**config.mk**
```make
export PLATFORM = sky130hd
export DESIGN_NAME = nibble_video_packet_unpacker_unit
export DESIGN_NICKNAME = d
export VERILOG_FILES = /design/src/sv/nvpu_pkg.sv /design/src/sv/nvpu_front.sv /design/src/sv/nvpu_queue.sv /design/src/sv/nvpu_back.sv /design/src/sv/nibble_video_packet_unpacker_unit.sv
export SDC_FILE = /design/constraint.sdc
export NUM_CORES = 1
export LEC_CHECK = 0
export ABC_AREA = 1
export BUFFER_PORTS_ARGS = -buffer_cell sky130_fd_sc_hd__buf_2
export CAP_MARGIN = 30
export CORE_MARGIN = 2
export CORE_UTILIZATION = 55
export CTS_CLUSTER_SIZE = 20
export DETAILED_ROUTE_END_ITERATION = 10
export GPL_ROUTABILITY_DRIVEN = 0
export PLACE_DENSITY_LB_ADDON = 0.05
export SLEW_MARGIN = 20
export SYNTH_ARGS = -nofsm -noshare
export SYNTH_HDL_FRONTEND = slang
export SYNTH_HIERARCHICAL = 1
export SYNTH_SLANG_ARGS = --single-unit
```
**constraint.sdc**
```tcl
create_clock -name clk -period 6.7 [get_ports clk]
set_clock_uncertainty 0.1 [all_clocks]
set_input_delay 1.005 -clock clk [delete_from_list [all_inputs] [get_ports clk]]
set_output_delay 1.005 -clock clk [all_outputs]
set_load 0.03 [all_outputs]
```
**src/sv/nvpu_pkg.sv**
```systemverilog
// Shared types and constants for the nibble video packet unpacker.
// No dependencies; every other file imports this package.
package nvpu_pkg;

  localparam int HDR_BYTES = 12;
  localparam int HDR_IW    = 4;
  localparam int ADDR_W    = 17;
  localparam int LEN_W     = 12;
  localparam int NEED_W    = 25;
  localparam int FW_W      = 9;
  localparam int FRAME_W   = 16;

  localparam int HB_FRAME_LO = 2;
  localparam int HB_FRAME_HI = 3;
  localparam int HB_LINE_LO  = 4;
  localparam int HB_LINE_HI  = 5;
  localparam int HB_WIDTH_LO = 6;
  localparam int HB_WIDTH_HI = 7;
  localparam int HB_LINES    = 8;
  localparam int HB_BPP      = 9;
  localparam int HB_ENC_LO   = 10;

  localparam logic [7:0]         BPP_NIBBLE   = 8'd4;
  localparam logic [7:0]         ENC_PACKED   = 8'd0;
  localparam logic [FW_W-1:0]    WIDTH_RESET  = 9'd384;
  localparam int                 HEIGHT_RESET = 272;
  localparam logic [FRAME_W-1:0] FRAME_RESET  = 16'hFFFF;

  localparam logic KIND_PIXEL  = 1'b0;
  localparam logic KIND_STATUS = 1'b1;

  localparam logic [31:0] PALETTE [16] = '{
    32'hFF000000, 32'hFFFFFFFF, 32'hFF813338, 32'hFF75CEC8,
    32'hFF8E3C97, 32'hFF56AC4D, 32'hFF2E2C9B, 32'hFFEDF171,
    32'hFF8E5029, 32'hFF553800, 32'hFFC46C71, 32'hFF4A4A4A,
    32'hFF7B7B7B, 32'hFFA9FF9F, 32'hFF706DEB, 32'hFFB2B2B2
  };

  typedef struct packed {
    logic [1:0]         n_pix;
    logic [ADDR_W-1:0]  addr;
    logic [3:0]         nib_lo;
    logic [3:0]         nib_hi;
    logic               is_end;
    logic               accepted;
    logic               last_pkt;
    logic [FRAME_W-1:0] frame;
    logic [7:0]         lines;
    logic [FW_W-1:0]    width;
    logic [15:0]        height;
  } nvpu_cmd_t;

endpackage

```
**src/sv/nvpu_front.sv**
```systemverilog
// Front end: byte counting, header capture and check, pixel address generation.
// Depends on nvpu_pkg; feeds commands into nvpu_queue.
module nvpu_front
  import nvpu_pkg::*;
#(
  parameter int MAX_WIDTH        = 384,
  parameter int MAX_HEIGHT       = 312,
  parameter int MAX_PACKET_BYTES = 2048
) (
  input  logic             clk,
  input  logic             rst_n,
  input  logic             in_valid,
  output logic             in_stall,
  input  logic [7:0]       in_data_byte,
  input  logic [LEN_W-1:0] in_packet_length,
  input  logic             q_full,
  output logic             push,
  output nvpu_cmd_t        cmd
);

  localparam int POS_W = $clog2(MAX_PACKET_BYTES);
  localparam int COL_W = $clog2(MAX_WIDTH + 2);
  localparam int ENDW  = (POS_W + 1 > LEN_W) ? POS_W + 1 : LEN_W;

  logic [POS_W-1:0]  pos_r, pos_nxt;
  logic              hv_r, hv_nxt;
  logic [7:0]        row_r, row_nxt;
  logic [COL_W-1:0]  col_r, col_nxt;
  logic [7:0]        hdr_r [HDR_BYTES];
  logic [NEED_W-1:0] need_r;
  logic [ADDR_W-1:0] row_base_r, row_base_nxt;

  logic              accept, at_end, in_hdr, hdr_done, hdr_check, hv_now;
  logic              active, second, row_wrap;
  logic [LEN_W-1:0]  len_c;
  logic [15:0]       hdr_width, hdr_frame;
  logic [14:0]       hdr_line;
  logic [7:0]        hdr_lines;
  logic [16:0]       wp1;
  logic [COL_W-1:0]  col_step;

  always_comb begin
    accept    = in_valid && !q_full;
    in_stall  = q_full;
    hdr_width = {hdr_r[HB_WIDTH_HI], hdr_r[HB_WIDTH_LO]};
    hdr_frame = {hdr_r[HB_FRAME_HI], hdr_r[HB_FRAME_LO]};
    hdr_line  = {hdr_r[HB_LINE_HI][6:0], hdr_r[HB_LINE_LO]};
    hdr_lines = hdr_r[HB_LINES];
    wp1       = {1'b0, hdr_width} + 17'd1;

    len_c = in_packet_length;
    if (len_c == '0) begin
      len_c = LEN_W'(1);
    end
    if (int'(len_c) > MAX_PACKET_BYTES) begin
      len_c = LEN_W'(MAX_PACKET_BYTES);
    end
    at_end   = (ENDW'(pos_r) + ENDW'(1)) >= ENDW'(len_c);
    in_hdr   = pos_r < POS_W'(HDR_BYTES);
    hdr_done = pos_r == POS_W'(HDR_BYTES - 1);

    hdr_check = (hdr_r[HB_BPP] == BPP_NIBBLE) && (hdr_r[HB_ENC_LO] == ENC_PACKED) &&
                (in_data_byte == ENC_PACKED) && (hdr_width != '0) &&
                (int'(hdr_width) <= MAX_WIDTH) && (hdr_lines != '0) &&
                (int'({1'b0, hdr_line} + 16'(hdr_lines)) <= MAX_HEIGHT) &&
                (NEED_W'(len_c) >= need_r);
    hv_now = hdr_done ? hdr_check : hv_r;

    active   = !in_hdr && hv_r && (row_r < hdr_lines);
    second   = (16'(col_r) + 16'd1) < hdr_width;
    col_step = col_r + COL_W'(2);
    row_wrap = 16'(col_step) >= hdr_width;

    cmd.n_pix    = active ? (second ? 2'd2 : 2'd1) : 2'd0;
    cmd.addr     = row_base_r + ADDR_W'(col_r);
    cmd.nib_lo   = in_data_byte[3:0];
    cmd.nib_hi   = in_data_byte[7:4];
    cmd.is_end   = at_end;
    cmd.accepted = hv_now;
    cmd.last_pkt = hdr_r[HB_LINE_HI][7];
    cmd.frame    = hdr_frame;
    cmd.lines    = hdr_lines;
    cmd.width    = hdr_width[FW_W-1:0];
    cmd.height   = {1'b0, hdr_line} + 16'(hdr_lines);

    push = accept && (active || at_end);

    pos_nxt      = pos_r;
    hv_nxt       = hv_r;
    row_nxt      = row_r;
    col_nxt      = col_r;
    row_base_nxt = row_base_r;
    if (accept) begin
      if (hdr_done) begin
        hv_nxt  = hdr_check;
        row_nxt = '0;
        col_nxt = '0;
      end
      if (pos_r == POS_W'(HB_BPP)) begin
        row_base_nxt = ADDR_W'(32'(hdr_line) * MAX_WIDTH);
      end
      if (active) begin
        if (row_wrap) begin
          col_nxt      = '0;
          row_nxt      = row_r + 8'd1;
          row_base_nxt = row_base_r + ADDR_W'(MAX_WIDTH);
        end else begin
          col_nxt = col_step;
        end
      end
      if (at_end) begin
        pos_nxt = '0;
        hv_nxt  = 1'b0;
        row_nxt = '0;
        col_nxt = '0;
      end else begin
        pos_nxt = pos_r + POS_W'(1);
      end
    end
  end

  always_ff @(posedge clk) begin
    if (!rst_n) begin
      pos_r <= '0;
      hv_r  <= 1'b0;
      row_r <= '0;
      col_r <= '0;
    end else begin
      pos_r <= pos_nxt;
      hv_r  <= hv_nxt;
      row_r <= row_nxt;
      col_r <= col_nxt;
    end
  end

  always_ff @(posedge clk) begin
    row_base_r <= row_base_nxt;
    if (accept && in_hdr) begin
      hdr_r[pos_r[HDR_IW-1:0]] <= in_data_byte;
    end
    if (accept && pos_r == POS_W'(HB_BPP)) begin
      need_r <= NEED_W'(wp1[16:1]) * NEED_W'(hdr_lines) + NEED_W'(HDR_BYTES);
    end
  end

  a_valid_in_payload: assert property (@(posedge clk) disable iff (!rst_n)
    hv_r |-> !in_hdr)
    else $error("header flagged valid while still inside the header");

endmodule

```
**src/sv/nvpu_queue.sv**
```systemverilog
// Short command queue between the front and back ends.
// Depends on nvpu_pkg for the command type.
module nvpu_queue
  import nvpu_pkg::*;
#(
  parameter int DEPTH = 4
) (
  input  logic      clk,
  input  logic      rst_n,
  input  logic      push,
  input  nvpu_cmd_t push_data,
  input  logic      pop,
  output nvpu_cmd_t head,
  output logic      full,
  output logic      empty
);

  localparam int PW = $clog2(DEPTH);
  localparam int CW = $clog2(DEPTH + 1);

  nvpu_cmd_t      slot_r [DEPTH];
  logic [PW-1:0]  wr_r, wr_nxt, rd_r, rd_nxt;
  logic [CW-1:0]  cnt_r, cnt_nxt;

  always_comb begin
    full  = cnt_r == CW'(DEPTH);
    empty = cnt_r == '0;
    head  = slot_r[rd_r];
    wr_nxt  = wr_r;
    rd_nxt  = rd_r;
    cnt_nxt = cnt_r;
    if (push) begin
      wr_nxt = (wr_r == PW'(DEPTH - 1)) ? '0 : wr_r + PW'(1);
    end
    if (pop) begin
      rd_nxt = (rd_r == PW'(DEPTH - 1)) ? '0 : rd_r + PW'(1);
    end
    if (push && !pop) begin
      cnt_nxt = cnt_r + CW'(1);
    end else if (pop && !push) begin
      cnt_nxt = cnt_r - CW'(1);
    end
  end

  always_ff @(posedge clk) begin
    if (!rst_n) begin
      wr_r  <= '0;
      rd_r  <= '0;
      cnt_r <= '0;
    end else begin
      wr_r  <= wr_nxt;
      rd_r  <= rd_nxt;
      cnt_r <= cnt_nxt;
    end
  end

  always_ff @(posedge clk) begin
    if (push) begin
      slot_r[wr_r] <= push_data;
    end
  end

  a_no_overflow: assert property (@(posedge clk) disable iff (!rst_n)
    !(push && full))
    else $error("command pushed into a full queue");

  a_no_underflow: assert property (@(posedge clk) disable iff (!rst_n)
    !(pop && empty))
    else $error("command popped from an empty queue");

endmodule

```
**src/sv/nvpu_back.sv**
```systemverilog
// Back end: expands commands into pixel writes and status, keeps frame tracking.
// Depends on nvpu_pkg; reads commands from nvpu_queue.
module nvpu_back
  import nvpu_pkg::*;
#(
  parameter int MAX_HEIGHT = 312
) (
  input  logic               clk,
  input  logic               rst_n,
  input  nvpu_cmd_t          head,
  input  logic               q_empty,
  output logic               pop,
  output logic               out_valid,
  input  logic               out_stall,
  output logic               out_result_kind,
  output logic [ADDR_W-1:0]  out_pixel_address,
  output logic [31:0]        out_pixel_color,
  output logic               out_packet_accepted,
  output logic               out_frame_ready,
  output logic               out_frame_complete,
  output logic [FW_W-1:0]    out_frame_width,
  output logic [FW_W-1:0]    out_frame_height,
  output logic [FRAME_W-1:0] out_frame_number,
  output logic               out_last_result
);

  localparam int HT_RAW = $clog2(MAX_HEIGHT + 1);
  localparam int HT_W   = (HT_RAW > FW_W) ? HT_RAW : FW_W;

  logic [1:0]         step_r, step_nxt;
  logic               ov_r, ov_nxt;
  logic [FRAME_W-1:0] frame_r, frame_nxt;
  logic [15:0]        lrcv_r, lrcv_nxt;
  logic               ready_r, ready_nxt;
  logic               compl_r, compl_nxt;
  logic [FW_W-1:0]    wseen_r, wseen_nxt;
  logic [HT_W-1:0]    hseen_r, hseen_nxt;

  logic               kind_r, kind_nxt;
  logic [ADDR_W-1:0]  addr_r, addr_nxt;
  logic [31:0]        color_r, color_nxt;
  logic               acc_r, acc_nxt;
  logic               ordy_r, ordy_nxt;
  logic               ocmp_r, ocmp_nxt;
  logic [FW_W-1:0]    ow_r, ow_nxt;
  logic [FW_W-1:0]    oh_r, oh_nxt;
  logic [FRAME_W-1:0] ofr_r, ofr_nxt;
  logic               last_r, last_nxt;

  logic               load, emit, is_pix, fin, new_frame;
  logic [1:0]         n_res;
  logic [15:0]        lr_upd;
  logic [3:0]         nib;

  always_comb begin
    load      = !ov_r || !out_stall;
    emit      = load && !q_empty;
    n_res     = head.n_pix + {1'b0, head.is_end};
    is_pix    = step_r < head.n_pix;
    fin       = (step_r + 2'd1) == n_res;
    pop       = emit && fin;
    new_frame = head.frame != frame_r;
    lr_upd    = (new_frame ? 16'd0 : lrcv_r) + 16'(head.lines);
    nib       = (step_r == 2'd0) ? head.nib_lo : head.nib_hi;

    step_nxt  = step_r;
    ov_nxt    = load ? !q_empty : ov_r;
    frame_nxt = frame_r;
    lrcv_nxt  = lrcv_r;
    ready_nxt = ready_r;
    compl_nxt = compl_r;
    wseen_nxt = wseen_r;
    hseen_nxt = hseen_r;

    kind_nxt  = kind_r;
    addr_nxt  = addr_r;
    color_nxt = color_r;
    acc_nxt   = acc_r;
    ordy_nxt  = ordy_r;
    ocmp_nxt  = ocmp_r;
    ow_nxt    = ow_r;
    oh_nxt    = oh_r;
    ofr_nxt   = ofr_r;
    last_nxt  = last_r;

    if (emit) begin
      step_nxt = fin ? 2'd0 : step_r + 2'd1;
      last_nxt = fin;
      if (is_pix) begin
        kind_nxt  = KIND_PIXEL;
        addr_nxt  = (step_r == 2'd0) ? head.addr : head.addr + ADDR_W'(1);
        color_nxt = PALETTE[nib];
        acc_nxt   = 1'b0;
        ordy_nxt  = 1'b0;
        ocmp_nxt  = 1'b0;
        ow_nxt    = '0;
        oh_nxt    = '0;
        ofr_nxt   = '0;
      end else begin
        if (head.accepted) begin
          frame_nxt = head.frame;
          lrcv_nxt  = lr_upd;
          ready_nxt = new_frame ? 1'b0 : ready_r;
          wseen_nxt = head.width;
          if (head.last_pkt) begin
            hseen_nxt = HT_W'(head.height);
            ready_nxt = 1'b1;
            compl_nxt = lr_upd >= head.height;
          end
        end
        kind_nxt  = KIND_STATUS;
        addr_nxt  = '0;
        color_nxt = '0;
        acc_nxt   = head.accepted;
        ordy_nxt  = ready_nxt;
        ocmp_nxt  = compl_nxt;
        ow_nxt    = wseen_nxt;
        oh_nxt    = hseen_nxt[FW_W-1:0];
        ofr_nxt   = frame_nxt;
      end
    end
  end

  always_ff @(posedge clk) begin
    if (!rst_n) begin
      step_r  <= '0;
      ov_r    <= 1'b0;
      frame_r <= FRAME_RESET;
      lrcv_r  <= '0;
      ready_r <= 1'b0;
      compl_r <= 1'b0;
      wseen_r <= WIDTH_RESET;
      hseen_r <= HT_W'(HEIGHT_RESET);
    end else begin
      step_r  <= step_nxt;
      ov_r    <= ov_nxt;
      frame_r <= frame_nxt;
      lrcv_r  <= lrcv_nxt;
      ready_r <= ready_nxt;
      compl_r <= compl_nxt;
      wseen_r <= wseen_nxt;
      hseen_r <= hseen_nxt;
    end
  end

  always_ff @(posedge clk) begin
    kind_r  <= kind_nxt;
    addr_r  <= addr_nxt;
    color_r <= color_nxt;
    acc_r   <= acc_nxt;
    ordy_r  <= ordy_nxt;
    ocmp_r  <= ocmp_nxt;
    ow_r    <= ow_nxt;
    oh_r    <= oh_nxt;
    ofr_r   <= ofr_nxt;
    last_r  <= last_nxt;
  end

  assign out_valid           = ov_r;
  assign out_result_kind     = kind_r;
  assign out_pixel_address   = addr_r;
  assign out_pixel_color     = color_r;
  assign out_packet_accepted = acc_r;
  assign out_frame_ready     = ordy_r;
  assign out_frame_complete  = ocmp_r;
  assign out_frame_width     = ow_r;
  assign out_frame_height    = oh_r;
  assign out_frame_number    = ofr_r;
  assign out_last_result     = last_r;

  a_status_is_last: assert property (@(posedge clk) disable iff (!rst_n)
    (ov_r && kind_r == KIND_STATUS) |-> last_r)
    else $error("status result not marked as final result of its byte");

  a_step_has_cmd: assert property (@(posedge clk) disable iff (!rst_n)
    (step_r != 2'd0) |-> !q_empty)
    else $error("partly expanded command lost from queue head");

endmodule

```
**src/sv/nibble_video_packet_unpacker_unit.sv**
```systemverilog
// Top level of the nibble video packet unpacker: front end, command queue, back end.
// Depends on nvpu_pkg, nvpu_front, nvpu_queue and nvpu_back.
//
// Channel  Dir  Handshake             Payload
// in       in   in_valid / in_stall   in_data_byte, in_packet_length
// out      out  out_valid / out_stall out_result_kind .. out_last_result (10 fields)
//
// The front takes one byte per cycle while the command queue has room.
// The back emits one result per cycle unless stalled: each accepted payload byte gives
// 1 or 2 pixels, a packet's last byte one more for status; header and ignored bytes none.
// Sustained rate is set by the single result port of the back end.
// Synchronous active-low reset clears counters, queue and frame tracking.
// out_stall holds the output register; once the queue fills, in_stall rises.
module nibble_video_packet_unpacker_unit
  import nvpu_pkg::*;
#(
  parameter int MAX_WIDTH        = 384,
  parameter int MAX_HEIGHT       = 312,
  parameter int MAX_PACKET_BYTES = 2048,
  parameter int QUEUE_DEPTH      = 4
) (
  input  logic               clk,
  input  logic               rst_n,
  input  logic               in_valid,
  output logic               in_stall,
  input  logic [7:0]         in_data_byte,
  input  logic [LEN_W-1:0]   in_packet_length,
  output logic               out_valid,
  input  logic               out_stall,
  output logic               out_result_kind,
  output logic [ADDR_W-1:0]  out_pixel_address,
  output logic [31:0]        out_pixel_color,
  output logic               out_packet_accepted,
  output logic               out_frame_ready,
  output logic               out_frame_complete,
  output logic [FW_W-1:0]    out_frame_width,
  output logic [FW_W-1:0]    out_frame_height,
  output logic [FRAME_W-1:0] out_frame_number,
  output logic               out_last_result
);

  nvpu_cmd_t push_cmd, head_cmd;
  logic      push, pop, q_full, q_empty;

  nvpu_front #(
    .MAX_WIDTH       (MAX_WIDTH),
    .MAX_HEIGHT      (MAX_HEIGHT),
    .MAX_PACKET_BYTES(MAX_PACKET_BYTES)
  ) u_front (
    .clk             (clk),
    .rst_n           (rst_n),
    .in_valid        (in_valid),
    .in_stall        (in_stall),
    .in_data_byte    (in_data_byte),
    .in_packet_length(in_packet_length),
    .q_full          (q_full),
    .push            (push),
    .cmd             (push_cmd)
  );

  nvpu_queue #(
    .DEPTH(QUEUE_DEPTH)
  ) u_queue (
    .clk      (clk),
    .rst_n    (rst_n),
    .push     (push),
    .push_data(push_cmd),
    .pop      (pop),
    .head     (head_cmd),
    .full     (q_full),
    .empty    (q_empty)
  );

  nvpu_back #(
    .MAX_HEIGHT(MAX_HEIGHT)
  ) u_back (
    .clk                (clk),
    .rst_n              (rst_n),
    .head               (head_cmd),
    .q_empty            (q_empty),
    .pop                (pop),
    .out_valid          (out_valid),
    .out_stall          (out_stall),
    .out_result_kind    (out_result_kind),
    .out_pixel_address  (out_pixel_address),
    .out_pixel_color    (out_pixel_color),
    .out_packet_accepted(out_packet_accepted),
    .out_frame_ready    (out_frame_ready),
    .out_frame_complete (out_frame_complete),
    .out_frame_width    (out_frame_width),
    .out_frame_height   (out_frame_height),
    .out_frame_number   (out_frame_number),
    .out_last_result    (out_last_result)
  );

endmodule

```
==> metrics.cfg, run 1 <==
[status]
status=finished clean

[route]
vias=23700
wl_per_cell_um=18.5
first_iter_violations=1650
route.met2.wl_um=36600
ant_nets=0
drc=0
wl_um=79100
firstDrtPassIters=5
met3_length_um=4780
wl_met1_um=34200
vias_per_cell=5.52
top_layer_used=met4

[clocking]
path_clk_slew_ps=70
clk_latency_ps=610
clockBufferDepth=3
cts_made_buffers=66
cts_max_level=3
root_buffer=clkbuf_16
clock_sinks=603
cts_tree=built

[critical_path]
critPathKind=reg -> reg
cp-end-kind=flip-flop
startpoint_type=flip-flop
cp.required_ps=6960
path_max_fanout=8
crit_arrival_ps=6540

[logic_synthesis]
synth.area.mux_share_pct=0.213
synth_edf_count=510
ys_seq_elements=603
ys_seq_area_share_pct=52.1
synth_compound_area_share_pct=9.50
synth_xor_area_share_pct=2.57
synthCells=3377
async_flop_share_pct=0
synth_flop_cell=edfxtp_1
synth_cell_types=62
yosys_warnings=6
synth_top_family_by_area=simple AND/OR/NAND/NOR gates
synthAdderAreaFrac_pct=12.4
synthesis.area_mm2=0.0330
post_synth_and_or_nand_nor_area_fraction_pct=15.6
synth_fp_nets=3672
syn_area_per_cell_um2=9.76

[die]
dieArea_mm2=0.0619
row_count=89
fp.coreArea_mm2=0.0591
start_util_pct=55.7
io_pins=114
dieWidth_um=249
die_h_um=249

[place]
place_area_mm2=0.0341
preCtsSetupSlack_ps=518
hpwl_um=54900
portBuffers=113

[grt]
grt_max_degree=84
grt_pass1_vias=23300
grt_usage_pct=25.7
antenna_found_initial=0
gr-total-overflow=0
grt_pass1_wl_um=125000

[worst_hold_path]
hold_class=reg -> reg

[layout]
syn2layout_area_growth_pct=10.4
drive_gt1_share_pct=9.39
stdcell_area_mm2=0.0364
n_antenna_cell=0
nets=3759
fin_util_pct=61.5

[sta]
rsz0062_at_grt=no
relSlewSlack_pct=31.3
layout_min_cycle_time_ps=6280
layout_setup_ws_ps=420
hold_viol=0
period_share_pct=93.7
slew_viol_final=0
worst_pin_slew_ps=1030
max_clock_freq_ghz=0.159
finalSetupTns_ps=0
setup_viol=0

[power]
p_per_area_mw_per_mm2=341
power.total_mw=12.4
p_leak_nw=15.4
peakVddDrop_mv=0.239

[job]
cap_violations=0

## critical path: stages (launching register included)
cell,delay [ps]
edfxtp_1,460
inv_1,130
nor3_2,240
nand2_2,100
nor2_4,150
xor2_1,570
nor2_1,140
fa_1,540
inv_1,50
fa_1,490
inv_1,60
fa_1,540
inv_1,60
fa_1,530
inv_1,40
ha_1,350
nand2_1,70
o21ai_0,550
a31oi_1,230
o21ai_0,340
a31oi_1,160
xnor2_1,150
## sequential cells by signal, indices dropped and copies added (netlist names), 11 cells and up, named ones only
register / flops
u_front/pos_r: 11
u_back/out_pixel_color: 25
u_front/row_base_r: 17
u_queue/slot_r: 316
u_front/hdr_r: 72
u_front/need_r: 25
u_back/frame_r: 16
u_back/out_frame_number: 16
u_back/lrcv_r: 16
u_back/out_pixel_address: 17
## cells in the mapped netlist, drive strengths merged (3+ instances only)
cell type	instances	area, µm²
ha	180	2250
nand4	30	224
buf	72	499
dfxtp	93	1860
o22ai	79	494
edfxtp	510	15300
nor2	492	1900
o221ai	4	41.3
o21bai	7	52.6
xnor2	19	174
nor3	40	264
xor2	75	672
nand2	547	2070
o21ai	258	1300
inv	467	1760
a21oi	149	761
nor4	7	43.8
a21boi	4	30.0
mux2i	7	70.1
clkbuf	64	241
nand3b	8	60.1
nor3b	3	27.5
fa	91	1820
o21a	7	52.6
or2	14	90.1
nand3	87	440
a31oi	11	68.8
o211ai	25	188
a211oi	12	90.1
clkinv	4	15.0
## power breakdown
group          switching (mW)  internal (mW)
Clock                    1.55           2.17
Sequential              0.192           4.69
Combinational            2.75           1.04
Total                    4.50           7.91
## worst paths after layout
kind / endpoint / slack [ps] / startpoint / cells after the start
setup / recovery: u_front/need_r[14]$_DFFE_PP_ / 420 / u_front/hdr_r[6][1]$_DFFE_PP_ / 21
hold / removal: u_back/lrcv_r[1]$_SDFFE_PN0P_ / 360 / u_back/lrcv_r[1]$_SDFFE_PN0P_ / 2
setup reg to reg: u_front/need_r[14]$_DFFE_PP_ / 420 / u_front/hdr_r[6][1]$_DFFE_PP_ / 21
hold reg to reg: u_back/lrcv_r[1]$_SDFFE_PN0P_ / 360 / u_back/lrcv_r[1]$_SDFFE_PN0P_ / 2
## cells in the final DEF, fill, tap and decap left out, drive strengths merged, types with 3 or more instances in the layout
| master | Yosys | routed |
|---|---|---|
| or2 | 14 | 14 |
| a31oi | 11 | 11 |
| dfxtp | 93 | 93 |
| fa | 91 | 91 |
| nand2 | 547 | 547 |
| edfxtp | 510 | 510 |
| xnor2 | 19 | 19 |
| nand4 | 30 | 30 |
| nand3b | 8 | 8 |
| mux2i | 7 | 7 |
| nor3 | 40 | 40 |
| nor4 | 7 | 7 |
| o211ai | 25 | 25 |
| xor2 | 75 | 75 |
| buf | 72 | 155 |
| ha | 180 | 180 |
| a211oi | 12 | 12 |
| nor2 | 492 | 492 |
| nor3b | 3 | 3 |
| inv | 467 | 470 |
| o21bai | 7 | 7 |
| clkbuf | 64 | 76 |
| a21oi | 149 | 149 |
| clkinvlp | 0 | 4 |
| o21a | 7 | 7 |
| o221ai | 4 | 4 |
| clkinv | 4 | 33 |
| o22ai | 79 | 79 |
| a21boi | 4 | 4 |
| o21ai | 258 | 258 |
| nand3 | 87 | 87 |
| bufinv | 0 | 8 |
## cells by family after synthesis
family	after synthesis
multiplexers	7
XOR/XNOR	94
buffers and inverters	607
AND/OR/NAND/NOR	1231
other	1
AO/OA/AOI/OAI	563
adder cells (fa/ha/maj)	271
flip-flops	603
## layout make-up
type / count / area [µm²]
fill: 4861 / 22800
sequential: 603 / 17200
multi-input combinational: 2167 / 13300
inverter: 471 / 1780
clock buffer: 76 / 1700
tap: 773 / 967
timing repair buffer: 155 / 928
clock inverter: 44 / 529
## metal layers
metal  up-vias  GRT usage (%)
li1      11400              -
met3       179           4.55
met2       720           41.7
met5         -              0
met4         0           11.3
met1     11300           34.0
## stage by stage
stage / instances / hold WS (ps)
global route: 4289 / 380
finish: 4289 / 365
floorplan: 3377 / 330
global placement: 4162 / 346
detailed placement: 4163 / 350
CTS: 4283 / 360
## timing repair
action | CTS | global route
endpoints found under the setup margin | 0 | 1
setup buffers | 0 | 4
hold buffers | 0 | 0
resized for setup | 0 | 1
endpoints found under the hold margin | 0 | 0
Power figures use the tool's default switching activity.
==> run 2, diff against run 1 <==
- ABC_AREA: 1 -> 0
==> run 2 against run 1 <==
Compared with the run above:
- utilization rose by 0.57 points
- area after synthesis decreased by 3.6%
- final cell count is 19% lower
- final area is 2.1% lower
- fmax shrank 0.93%
- via count is 15% lower
- die area down 3.6%
- combinational power down 49%
- critical path depth up 2
- clock power grew 2%
- routed wire length is 6.7% lower
- count of clock-buffer cells in the layout grew 6
- critical endpoint is now u_front/need_r[23]$_DFFE_PP_
- largest cell class unchanged
==> metrics.cfg, run 2 <==
[place]
place_area_mm2=0.0332
hpwl_um=51100
preCtsSetupSlack_ps=186
portBuffers=113

[layout]
final_cell_mix=edfxtp_1 (510), inv_1 (222), nand2_1 (207), nor2_1 (195), ha_1 (180)
syn2layout_area_growth_pct=12.2
nets=2945
largest_reg_flops=316
stdcell_area_mm2=0.0356
regMostFlops=u_queue/slot_r
layout_commonest_cell=edfxtp_1
drive_gt1_share_pct=15.1

[logic_synthesis]
yosys_warnings=6
synthTopCellsByArea=edfxtp_1 (48%), ha_1 (7.1%), dfxtp_1 (5.9%), fa_1 (5.7%), mux4_2 (5.6%)
synth_flop_cell=edfxtp_1
synth_xor_area_share_pct=3.67
synthCells=2522
yosys-top-cells-count=edfxtp_1 (510), inv_1 (222), nand2_1 (207)
synth_top_family_by_area=adder cells
ys_seq_area_share_pct=54.1
synth_top_area_cell=edfxtp_1
synth_cell_types=84
synthesis.area_mm2=0.0318
syn_area_per_cell_um2=12.6
synth.area.mux_share_pct=6.94
synthMostInstantiatedCell=edfxtp_1
synth_edf_count=510
synth_compound_area_share_pct=6.72
ys_seq_elements=603
synth_top_area_share_pct=48.2
async_flop_share_pct=0
synthAdderAreaFrac_pct=12.8
post_synth_and_or_nand_nor_area_fraction_pct=11.3
synth_fp_nets=2817

[critical_path]
r2r_start=u_front/hdr_r[6][0]$_DFFE_PP_
slowest_delay_ps=580
cp.required_ps=6970
path_max_fanout=8
critPathKind=reg -> reg
startpoint_type=flip-flop
crit_start=u_front/hdr_r[6][0]$_DFFE_PP_
cp_cell_sequence=inv_1, nor3_1, nand3_1, or3_4, nor3_2, xnor2_2, nand2b_1, fa_1, inv_1, fa_1, fa_1, inv_1, fa_1, inv_1, ha_1, a21oi_1, nor2_1, a211oi_2, o221ai_1, a211o_1, a31o_2, a21oi_1, xnor2_1
r2r-end=u_front/need_r[23]$_DFFE_PP_
cp-end-kind=flip-flop
crit_arrival_ps=6610
endpoint=u_front/need_r[23]$_DFFE_PP_
r2r_setup_slack_ps=360
cpMaxStageDelayCell=fa_1
reg2reg_depth=23

[grt]
gr-total-overflow=0
grtUsageMet1_pct=34.2
grt_pass1_wl_um=116000
busiest_layer=met2
grt_usage_pct=25.2
antenna_found_initial=1
grt_pass1_vias=20300
gr-usage-met3_pct=3.64
grt_util_met2_pct=42.0
grt_max_degree=61

[sta]
relSlewSlack_pct=36.9
rsz0062_at_grt=no
period_share_pct=94.6
finalSetupTns_ps=0
layout_min_cycle_time_ps=6340
hold_viol=0
worst_pin_slew_ps=946
setup_viol=0
layout_setup_ws_ps=361
max_clock_freq_ghz=0.158
slew_viol_final=0

[die]
io_pins=114
row_count=88
fp.coreArea_mm2=0.0574
dieArea_mm2=0.0597
dieWidth_um=244
start_util_pct=55.4
die_h_um=244

[clocking]
clock_sinks=603
clk_latency_ps=620
cts_made_buffers=67
root_buffer=clkbuf_16
clockBufferDepth=3
cts_tree=built
path_clk_slew_ps=60
cts_max_level=3
postCtsHoldBufs=0

[route]
drc=0
wl_um=73800
vias=20200
ant_nets=0
wl_per_cell_um=21.3
firstDrtPassIters=5
vias_per_cell=5.81
first_iter_violations=1464

[power]
p_leak_nw=13.5
p_per_area_mw_per_mm2=288
peakVddDrop_mv=0.263

[job]
cap_violations=0

[worst_hold_path]
hold_class=reg -> reg

[status]
status=finished clean

-- run 2: cell types whose count changed in the layout (fill, tap and decap cells not counted), moves of 29 or more --
cell and delta:
o21ai_1 -46, mux2i_1 +29, nand2_1 -335, nor2_1 -283
o21ai_0 -174, and2_1 +37, nor2b_1 +31, inv_1 -230
mux4_2 +79, o22ai_1 -74, xnor2_1 +49, a21oi_1 -32
-- run 2: power breakdown --
group          internal, mW  switching [mW]
sequential             4.43           0.105
combinational         0.589            1.36
clock                  2.24            1.54
total                  7.26            3.00
-- run 2: final cells by class --
| class | count | area (µm²) |
|---|---|---|
| clock buffer | 82 | 1780 |
| antenna | 1 | 2.50 |
| fill | 4471 | 21800 |
| inverter | 224 | 842 |
| clock inverter | 41 | 504 |
| multi-input combinational | 1582 | 13300 |
| sequential | 603 | 17200 |
| tap | 765 | 957 |
| timing repair buffer | 172 | 1080 |
-- run 2: kinds of logic (layout without fill, tap and decap cells) --
kind of cell | after synthesis | count (layout)
AO/OA/AOI/OAI | 325 | 325
XOR/XNOR | 133 | 133
adder cells (fa/ha/maj) | 271 | 271
buffers and inverters | 337 | 519
flip-flops | 603 | 603
multiplexers | 121 | 121
other | 1 | 2
AND/OR/NAND/NOR | 731 | 731
-- run 2: worst max-delay path, delay by kind of cell, from the launching register on --
| family | cells | cell delay [ps] |
|---|---|---|
| simple gates | 6 | 1170 |
| compound gates | 6 | 1380 |
| buf+inv | 4 | 260 |
| fa+ha+maj | 5 | 2470 |
| flops | 1 | 460 |
| xor+xnor | 2 | 260 |
-- run 2: through the flow --
stage,hold slack (ps),std cells,total power [mW],utilization [%]
after floorplan,332,2522,6.07,-
after global placement,337,3340,6.53,57.9
after detailed placement,345,3340,6.56,57.9
after CTS,353,3463,10.4,61.9
after global routing,369,3469,10.7,62.1
final,353,3470,10.3,62.1
-- run 2: timing repair --
action | 4_1_cts | 5_1_grt
endpoints found under the setup margin | 0 | 4
gates resized for setup | 0 | 10
setup buffers | 0 | 2
-- run 2: worst min path at each step --
stage                                    endpoint  cells past startpoint                           from  slack (ps)
detailed placement  u_back/lrcv_r[0]$_SDFFE_PN0P_                      2  u_back/lrcv_r[0]$_SDFFE_PN0P_         340
global placement    u_back/lrcv_r[5]$_SDFFE_PN0P_                      2  u_back/lrcv_r[5]$_SDFFE_PN0P_         340
finish              u_back/lrcv_r[0]$_SDFFE_PN0P_                      2  u_back/lrcv_r[0]$_SDFFE_PN0P_         350
floorplan           u_back/lrcv_r[0]$_SDFFE_PN0P_                      2  u_back/lrcv_r[0]$_SDFFE_PN0P_         330
global route        u_back/lrcv_r[0]$_SDFFE_PN0P_                      2  u_back/lrcv_r[0]$_SDFFE_PN0P_         370
CTS                 u_back/lrcv_r[0]$_SDFFE_PN0P_                      2  u_back/lrcv_r[0]$_SDFFE_PN0P_         350
-- run 2: metal layers --
layer	vias up	routed length [µm]
li1	9357	-
met1	10100	32100
met2	568	36000
met3	140	3500
met4	0	2260
met5	-	0
==> run 3, diff against run 2 <==
- clock period: 6.7 -> 5.8 ns (I/O delays scaled with it)
==> run 3 against run 2 <==
Compared with the run above:
- sequential power up 15%
- global-route usage down 0.42 points
- count of clock-buffer cells in the layout up 5
- final area up 2.6%
- final cell count up 2.3%
- flip-flop and latch count unchanged
- total power up 12%
- critical path depth up 1
==> metrics.cfg, run 3 (same netlist as run 2, synthesis figures left out) <==
[grt]
gr-total-overflow=0
grt_pass1_wl_um=115000
grt_usage_pct=24.8
grt_max_degree=51
antenna_found_initial=5
grt_pass1_vias=20700

[clocking]
clock_sinks=603
clk_latency_ps=620
cts_tree=built
path_clk_slew_ps=60
clockBufferDepth=3
cts_max_level=2
root_buffer=clkbuf_16
cts_made_buffers=61

[route]
vias_per_cell=5.75
wl_um=72600
wl_per_cell_um=20.5
first_iter_violations=1442
ant_nets=0
firstDrtPassIters=5
drc=0
vias=20400

[die]
fp.coreArea_mm2=0.0574
io_pins=114
dieArea_mm2=0.0597
die_h_um=244
row_count=88
dieWidth_um=244
start_util_pct=55.4

[sta]
period_share_pct=99.8
layout_min_cycle_time_ps=5790
setup_viol=0
layout_setup_ws_ps=14.2
hold_viol=0
max_clock_freq_ghz=0.173
relSlewSlack_pct=36.2
hold_slack_ps=350
worst_pin_slew_ps=953
slew_viol_final=0
rsz0062_at_grt=yes

[critical_path]
r2r-end=u_front/need_r[23]$_DFFE_PP_
reg2reg_depth=24
critPathKind=reg -> reg
cp-end-kind=flip-flop
r2r_setup_slack_ps=10
crit_arrival_ps=6050
startpoint_type=flip-flop
cp.required_ps=6070
r2r_start=u_front/hdr_r[6][1]$_DFFE_PP_
path_max_fanout=6

[layout]
regMostFlops=u_queue/slot_r
final_cell_mix=edfxtp_1 (510), inv_1 (211), nand2_1 (203), nor2_1 (185), ha_1 (167)
fillCellCount=4334
nets=3024
drive_gt1_share_pct=19.7
fin_util_pct=63.7
syn2layout_area_growth_pct=15.1
largest_reg_flops=316
layout_commonest_cell=edfxtp_1

[job]
cap_violations=0

[worst_hold_path]
hold_class=reg -> reg
min_from=u_back/lrcv_r[1]$_SDFFE_PN0P_
min_to=u_back/lrcv_r[1]$_SDFFE_PN0P_
hold_depth=2

[power]
p_int_mw=8.15
seq_power_share_pct=45.6
swShare_pct=29.0
power.switching_mw=3.32
combinationalPowerShare_pct=19.6
p_per_area_mw_per_mm2=314
power.total_mw=11.5
p_leak_nw=13.9
peakVddDrop_mv=0.280
clkPwrFrac_pct=34.8

[place]
preCtsSetupSlack_ps=-211
portBuffers=113
hpwl_um=50800

[status]
status=finished clean

run 3: cell count changes in the layout (fill, tap and decap cells not counted), sizes merged:
cell	previous run	this run
buf	172	257
bufinv	8	7
clkbuf	82	87
clkinv	23	19
clkinvlp	5	3
diode	1	2
inv	229	224
run 3: stage by stage:
| step | cell area, µm² | std cells | setup TNS (ps) |
|---|---|---|---|
| floorplan | 31800 | 2522 | -48.3 |
| global placement | 33700 | 3397 | -419 |
| detailed placement | 33700 | 3398 | -563 |
| CTS | 36200 | 3536 | -129 |
| global route | 36500 | 3547 | -1240 |
| finish | 36600 | 3549 | 0 |
run 3: how the worst max path moves through the flow:
stage | start | to | slack (ps) | depth (start not counted)
floorplan | u_front/hdr_r[6][4]$_DFFE_PP_ | u_front/need_r[23]$_DFFE_PP_ | -50 | 23
global placement | u_front/hdr_r[6][1]$_DFFE_PP_ | u_front/need_r[23]$_DFFE_PP_ | -210 | 23
detailed placement | u_front/hdr_r[6][1]$_DFFE_PP_ | u_front/need_r[23]$_DFFE_PP_ | -210 | 23
CTS | u_front/hdr_r[6][0]$_DFFE_PP_ | u_front/need_r[23]$_DFFE_PP_ | -50 | 24
global route | u_front/hdr_r[6][1]$_DFFE_PP_ | u_front/need_r[23]$_DFFE_PP_ | -240 | 23
finish | u_front/hdr_r[6][1]$_DFFE_PP_ | u_front/need_r[23]$_DFFE_PP_ | 10 | 24
run 3: layout make-up:
cell class | instances | area, µm² | share of cell area [%]
multi-input combinational | 1582 | 13700 | 37.6
clock inverter | 29 | 358 | 0.979
antenna | 2 | 5.00 | 0.0137
sequential | 603 | 17200 | 47.0
clock buffer | 87 | 1690 | 4.61
inverter | 224 | 845 | 2.31
tap | 765 | 957 | 2.62
timing repair buffer | 257 | 1780 | 4.86
run 3: layer usage:
layer | vias up | GRT usage, % | wire length, µm
li1 | 9520 | - | -
met1 | 10200 | 34.2 | 31400
met2 | 547 | 41.3 | 35600
met3 | 122 | 3.15 | 3450
met4 | 2 | 7.75 | 2080
met5 | - | 0 | 11
run 3: worst max-delay path, stage by stage, from the launching register on:
cell      delay [ps]
edfxtp_1         380
inv_2             60
nor3_2           170
nand3_1          120
or3_4            390
buf_12           150
nor3_4           190
xnor2_4          200
nand2b_4         190
fa_2             430
inv_2             60
fa_2             450
fa_1             560
inv_1             50
fa_1             500
inv_2             50
ha_4             210
a21oi_2          110
nor2_1            50
a211oi_2         230
o221ai_2         160
a211o_1          290
a31o_2           260
a21oi_2          120
xnor2_1           70
run 3: what timing repair did:
item / 4_1_cts / 5_1_grt
pin swaps: 44 / 42
resized for setup: 40 / 58
hold buffers: 0 / 0
setup buffers: 22 / 10
setup endpoints to repair: 5 / 15
run 3: power by group through the flow:
stage | clock, mW | sequential [mW] | combinational [mW]
6_report | 3.99 | 5.23 | 2.24
5_1_grt | 4.25 | 5.26 | 2.45
4_1_cts | 4.07 | 5.24 | 2.26
3_5_place_dp | 0 | 5.33 | 2.25
3_3_place_gp | 0 | 5.32 | 2.22
2_1_floorplan | 0 | 5.78 | 1.23
